<file path="config.mk">
export PLATFORM = sky130hd
export DESIGN_NAME = llex_ctrl
export DESIGN_NICKNAME = d
export VERILOG_FILES = /design/src/sv/llex_pkg.sv /design/src/sv/llex_ctrl.sv
export SDC_FILE = /design/constraint.sdc
export NUM_CORES = 1
export LEC_CHECK = 0
export ABC_AREA = 1
export BUFFER_PORTS_ARGS = -buffer_cell sky130_fd_sc_hd__buf_2
export CAP_MARGIN = 10
export CORE_MARGIN = 10
export CORE_UTILIZATION = 30
export CTS_BUF_LIST = sky130_fd_sc_hd__clkbuf_4 sky130_fd_sc_hd__clkbuf_8 sky130_fd_sc_hd__clkbuf_16
export DETAILED_ROUTE_END_ITERATION = 7
export PLACE_DENSITY_LB_ADDON = 0.08
export SLEW_MARGIN = 20
export SYNTH_ARGS = -nofsm -noshare
export SYNTH_HDL_FRONTEND = slang
export SYNTH_SLANG_ARGS = --single-unit
</file>
<file path="constraint.sdc">
create_clock -name aclk -period 2.7 [get_ports aclk]
set_clock_uncertainty 0.2 [all_clocks]
set_input_delay 0.135 -clock aclk [delete_from_list [all_inputs] [get_ports aclk]]
set_output_delay 0.135 -clock aclk [all_outputs]
set_load 0.005 [all_outputs]
</file>
<file path="src/sv/llex_pkg.sv">
// Shared codes and types for the laser line exposure sequencer.
`default_nettype none

package llex_pkg;

    // Field widths fixed by the interface
    localparam int CMD_W   = 3;
    localparam int IDX_W   = 10;
    localparam int BYTE_W  = 8;
    localparam int MODE_W  = 2;
    localparam int DRIVE_W = 2;
    localparam int CFG_W   = 10;
    localparam int TICK_W  = 8;
    localparam int LOOP_W  = 8;

    // Commands
    localparam logic [CMD_W-1:0] CMD_WRITE_BYTE = 3'd0;
    localparam logic [CMD_W-1:0] CMD_SET_MODE   = 3'd1;
    localparam logic [CMD_W-1:0] CMD_LINE_SYNC  = 3'd2;
    localparam logic [CMD_W-1:0] CMD_BYTE_SENT  = 3'd3;
    localparam logic [CMD_W-1:0] CMD_TICK       = 3'd4;
    localparam logic [CMD_W-1:0] CMD_READ_LOOPS = 3'd5;

    // Modes
    localparam logic [MODE_W-1:0] MODE_OFF     = 2'd0;
    localparam logic [MODE_W-1:0] MODE_INIT    = 2'd1;
    localparam logic [MODE_W-1:0] MODE_IDLE    = 2'd2;
    localparam logic [MODE_W-1:0] MODE_RUNNING = 2'd3;

    // Laser drive codes
    localparam logic [DRIVE_W-1:0] DRIVE_KEEP = 2'd0;
    localparam logic [DRIVE_W-1:0] DRIVE_OFF  = 2'd1;
    localparam logic [DRIVE_W-1:0] DRIVE_ON   = 2'd2;

    // Configuration register indexes
    localparam logic REG_START_ADDRESS = 1'b0;
    localparam logic REG_LINE_LENGTH   = 1'b1;

    // Status fields of one result beat (the byte itself comes from the line memory)
    typedef struct packed {
        logic                tx_valid;
        logic [DRIVE_W-1:0]  laser_drive;
        logic [MODE_W-1:0]   current_mode;
        logic                streaming;
        logic [LOOP_W-1:0]   loops_read;
    } llex_res_t;

endpackage

`default_nettype wire

</file>
<file path="src/sv/llex_ctrl.sv">
// Sequencer state: mode, sync timer, loop count and line memory read pointer.
`default_nettype none

module llex_ctrl
    import llex_pkg::*;
#(
    parameter int LINE_DEPTH = 1024
) (
    input  wire logic                          aclk,
    input  wire logic                          aresetn,
    input  wire logic                          in_fire,
    input  wire logic [CMD_W-1:0]              cmd,
    input  wire logic [IDX_W-1:0]              mem_index,
    input  wire logic [BYTE_W-1:0]             mem_data,
    input  wire logic [MODE_W-1:0]             mode_value,
    input  wire logic [$clog2(LINE_DEPTH)-1:0] start_ptr,
    input  wire logic [CFG_W-1:0]              line_length,
    output logic                               mem_we,
    output logic [$clog2(LINE_DEPTH)-1:0]      mem_waddr,
    output logic [BYTE_W-1:0]                  mem_wdata,
    output logic                               mem_re,
    output logic [$clog2(LINE_DEPTH)-1:0]      mem_raddr,
    output llex_res_t                          res
);

    localparam int AW = $clog2(LINE_DEPTH);
    localparam logic [AW-1:0] LAST_PTR = AW'(LINE_DEPTH - 1);

    logic [MODE_W-1:0] mode_reg,    mode_next;
    logic              blank_reg,   blank_next;
    logic [LOOP_W-1:0] loop_reg,    loop_next;
    logic              stream_reg,  stream_next;
    logic [AW-1:0]     rptr_reg,    rptr_next;
    logic              timer_reg,   timer_next;
    logic [TICK_W-1:0] tick_reg,    tick_next;
    logic [TICK_W-1:0] cmp_reg,     cmp_next;

    logic              idx_in_range;
    logic [AW-1:0]     fetch_addr;

    assign idx_in_range = (32'(mem_index) < 32'(LINE_DEPTH));

    always_comb begin
        mode_next   = mode_reg;
        blank_next  = blank_reg;
        loop_next   = loop_reg;
        stream_next = stream_reg;
        rptr_next   = rptr_reg;
        timer_next  = timer_reg;
        tick_next   = tick_reg;
        cmp_next    = cmp_reg;
        fetch_addr  = rptr_reg;

        mem_we      = 1'b0;
        mem_waddr   = AW'(mem_index);
        mem_wdata   = mem_data;
        mem_re      = 1'b0;

        res.tx_valid    = 1'b0;
        res.laser_drive = DRIVE_KEEP;
        res.loops_read  = '0;

        if (in_fire) begin
            unique case (cmd)
                CMD_WRITE_BYTE: begin
                    mem_we = idx_in_range;
                end
                CMD_SET_MODE: begin
                    unique case (mode_value)
                        MODE_OFF: begin
                            res.laser_drive = DRIVE_OFF;
                            stream_next     = 1'b0;
                            blank_next      = 1'b0;
                            mode_next       = MODE_OFF;
                        end
                        MODE_INIT: begin
                            stream_next = 1'b0;
                            blank_next  = 1'b0;
                            mode_next   = MODE_INIT;
                        end
                        MODE_IDLE: begin
                            if (mode_reg == MODE_INIT || mode_reg == MODE_RUNNING) begin
                                blank_next = 1'b1;
                                cmp_next   = TICK_W'(line_length >> 2);
                                mode_next  = MODE_IDLE;
                            end
                        end
                        default: begin
                            if (mode_reg == MODE_INIT || mode_reg == MODE_IDLE) begin
                                blank_next = 1'b0;
                                cmp_next   = TICK_W'(line_length >> 2);
                                mode_next  = MODE_RUNNING;
                            end
                        end
                    endcase
                end
                CMD_LINE_SYNC: begin
                    if (mode_reg == MODE_IDLE || mode_reg == MODE_RUNNING) begin
                        timer_next = 1'b1;
                        tick_next  = '0;
                        if (blank_reg) begin
                            res.laser_drive = DRIVE_OFF;
                        end else begin
                            loop_next    = loop_reg + 1'b1;
                            stream_next  = 1'b1;
                            fetch_addr   = start_ptr;
                            mem_re       = 1'b1;
                            res.tx_valid = 1'b1;
                        end
                    end
                end
                CMD_BYTE_SENT: begin
                    if (stream_reg) begin
                        mem_re       = 1'b1;
                        res.tx_valid = 1'b1;
                    end
                end
                CMD_TICK: begin
                    if (timer_reg) begin
                        if (tick_reg == cmp_reg) begin
                            stream_next     = 1'b0;
                            res.laser_drive = DRIVE_ON;
                            timer_next      = 1'b0;
                            tick_next       = '0;
                        end else begin
                            tick_next = tick_reg + 1'b1;
                        end
                    end
                end
                CMD_READ_LOOPS: begin
                    res.loops_read = loop_reg;
                    loop_next      = '0;
                end
                default: begin
                end
            endcase
        end

        // advance the pointer past the byte just fetched, wrapping at the end of the line memory
        if (mem_re) begin
            rptr_next = (fetch_addr == LAST_PTR) ? '0 : fetch_addr + 1'b1;
        end

        res.current_mode = mode_next;
        res.streaming    = stream_next;
    end

    assign mem_raddr = fetch_addr;

    always_ff @(posedge aclk) begin
        if (!aresetn) begin
            mode_reg   <= MODE_OFF;
            blank_reg  <= 1'b0;
            loop_reg   <= '0;
            stream_reg <= 1'b0;
            rptr_reg   <= '0;
            timer_reg  <= 1'b0;
            tick_reg   <= '0;
            cmp_reg    <= '0;
        end else begin
            mode_reg   <= mode_next;
            blank_reg  <= blank_next;
            loop_reg   <= loop_next;
            stream_reg <= stream_next;
            rptr_reg   <= rptr_next;
            timer_reg  <= timer_next;
            tick_reg   <= tick_next;
            cmp_reg    <= cmp_next;
        end
    end

endmodule

`default_nettype wire

</file>
==> out/qor.txt <==
flip-flop and latch area = 780.7 sq um
IO buf count = 51
max reg flops = 10
status = completed
Antenna Nets Post-Route = 0
Crit Path Max Fanout = 12
routed vias/inst = 4.534
synth cell count leaders = nand2_1 (84), inv_1 (46), dfxtp_1 (39)
Slew HR = 56.90%
IO Count = 90
crit path DAT = 2.44 ns
sequential area share after synthesis = 30.39%
Syn. warnings = 0
first-pass GRT wire length = 11290 microns
Syn-to-layout area delta = 20.17%
total negative slack = 0 ns
Synth async-reset ratio = 0%
CTS tree = done
Clock Tree Buf Depth = 2
min Tclk post-route = 2.416 ns
crit-path cells = inv_1, ha_1, nor2_4, nor2_4, nand3_4, buf_4, nand2_1, nand2_1, nand2_1, nor2_1, nand3_1, nand2_1, nand3_1, a21oi_1
clock root cell = clkbuf_8
most frequent CP cell = nand2_1
non-filler instance count after layout = 543
design area = 3087 sq um
Iter 0 DRT Violations = 128
worst slew pin tran = 0.6437 ns
GRT Overall Usage = 10.47%
initial antenna violation count = 0
multi-input logic area = 1390 sq um
grt total ovfl = 0
Yosys reg bits = 39
EDFF count, synth = 0
CP peak stage delay = 0.36 ns
Worst setup EP type = flip-flop
Worst Hold Class = in -> out
RSZ-0062 raised after global routing = no
Post-Syn Area = 2569 sq um
number of diodes = 0
Fillers = 918
top-count cell post-synth = nand2_1
final worst path period share = 89.48%
Core Area = 8258 sq um
router iterations before antenna repair = 4
chip height = 112.5 microns
Crit-path slowest cell = dfxtp_1
clk sinks = 39
share of layout cells above drive strength 1 = 22.60%
routed length per instance = 12.67 microns
final core occ = 37.38%
row cnt = 33
worst endpoint required time = 2.73 ns
placed inst area = 2828 sq um
Post-DP HPWL = 5359 microns
clock-pin slew on the worst setup and hold paths = 0.07 ns
synth top area cells = dfxtp_1 (30%), nand2_1 (12%), a21oi_1 (7.2%)
Hold Path Cell Cnt = 0
Remaining DRCs = 0
syn_area_per_cell = 6.672 sq um
Die Area = 12660 sq um
Yosys top cell by area = dfxtp_1
final setup violation count = 0
GPL Wtd Cong = 0.8203
r2r worst-path depth = 14
maximum resistive drop on vdd = 186.2 uV
CP Class = reg -> reg
number of global-route vias before repair = 2313
CTS buffer count = 5
Yosys top cell area share = 30.39%
Mapped Cells = 385
Chip Width = 112.5 microns
htree depth = 2
vias after detailed routing = 2462
pwr dens = 420.1 nW/um^2
Hold Fails Final Rpt = 0
Yosys cell types = 36
Post-Syn Nets = 439
largest net degree at the start of global routing = 18
WL final = 6878 microns
Initial Utilization = 31.11%
FMAX = 413.9 MHz
Leak = 1.315 nW
post-placement cell count = 523
NumNets Final = 491
Slew Limit Fails = 0
Max-Cap Viols = 0
Worst Setup Start Kind = flip-flop
top_reg_cell synth = dfxtp_1
clk_lat worst skew = 0.30 ns
-- layer usage --
metal  routed length [microns]  GRT usage (%)  vias up
met3                       321          2.929        5
met2                      2831          15.14       41
met1                      3652          14.66     1075
met4                        73          2.961        0
li1                          -              -     1341
met5                         0              0        -
-- through the flow --
stage	hold slack, ns	total power [W]	setup WS [ns]
finish	0.07000	0.001297	0.2840
global route	0.07001	0.001351	0.02085
global placement	0.07003	0.0007004	0.2638
CTS	0.07003	0.001316	0.2173
detailed placement	0.07003	0.0007011	0.2421
floorplan	0.1041	0.0006765	0.3619
-- where the power goes --
| part | internal [W] | leakage [nW] | switching [W] |
|---|---|---|---|
| clock | 0.000380 | 0.0688 | 0.000217 |
| sequential | 0.000579 | 0.314 | 0.00000242 |
| combinational | 0.0000475 | 0.932 | 0.0000714 |
-- critical path: cells and delay by family (launching register included) --
kind,cells,cell delay [ns]
and+or+nand+nor,10,1.10
DFF,1,0.36
buffers and inverters,2,0.32
adders and majority gates,1,0.24
AOI/OAI and AO/OA,1,0.13
-- layout by cell type (no fill, tap or decap), drive strengths merged --
cell,synthesis,routed
clkinv,5,5
nand3,24,24
o22ai,1,1
nor2,34,34
xnor2,2,2
and2,1,1
o21a,1,1
clkbuf,2,6
dfxtp,39,39
a21oi,39,39
bufinv,0,2
or2,3,3
nor3,16,16
dlygate4sd3,0,11
nand4,12,12
nand2,88,88
a211oi,2,2
o211ai,1,1
ha,8,8
inv,51,51
buf,25,61
o21ai,27,27
o31ai,1,1
nor4,3,3
-- repair_timing --
| action | in CTS | in global routing |
|---|---|---|
| buffers inserted | 0 | 0 |
| hold buffers | 11 | 0 |
| endpoints found under the hold margin | 10 | 0 |
| gates resized for setup | 0 | 3 |
| setup endpoints to repair | 0 | 6 |
-- final timing paths --
check                    start           end  slack (ns)
setup / recovery   mode_reg[0]   rptr_reg[9]        0.28
hold / removal    mem_index[1]  mem_waddr[1]        0.07
setup reg to reg   mode_reg[0]   rptr_reg[9]        0.28
hold reg to reg    loop_reg[7]   loop_reg[7]        0.26
-- final cells by class --
class                      count  area share, %
clock inverter                 2          1.946
sequential                    39          25.29
clock buffer                   6          2.473
timing repair buffer          72          14.19
tap                          105          4.256
inverter                      56          6.810
multi-input combinational    263          45.03
-- logic make-up (layout without fill, tap and decap cells) --
logic type	count (synthesis)	count (layout)	synth area share (%)
DFF	39	39	30.39
adders and majority gates	8	8	3.897
buffers and inverters	83	136	15.78
AOI/OAI and AO/OA	72	72	15.73
xor gates and xnor gates	2	2	0.6821
and+or+nand+nor	181	181	33.51
(Power assumes the default switching activity.)
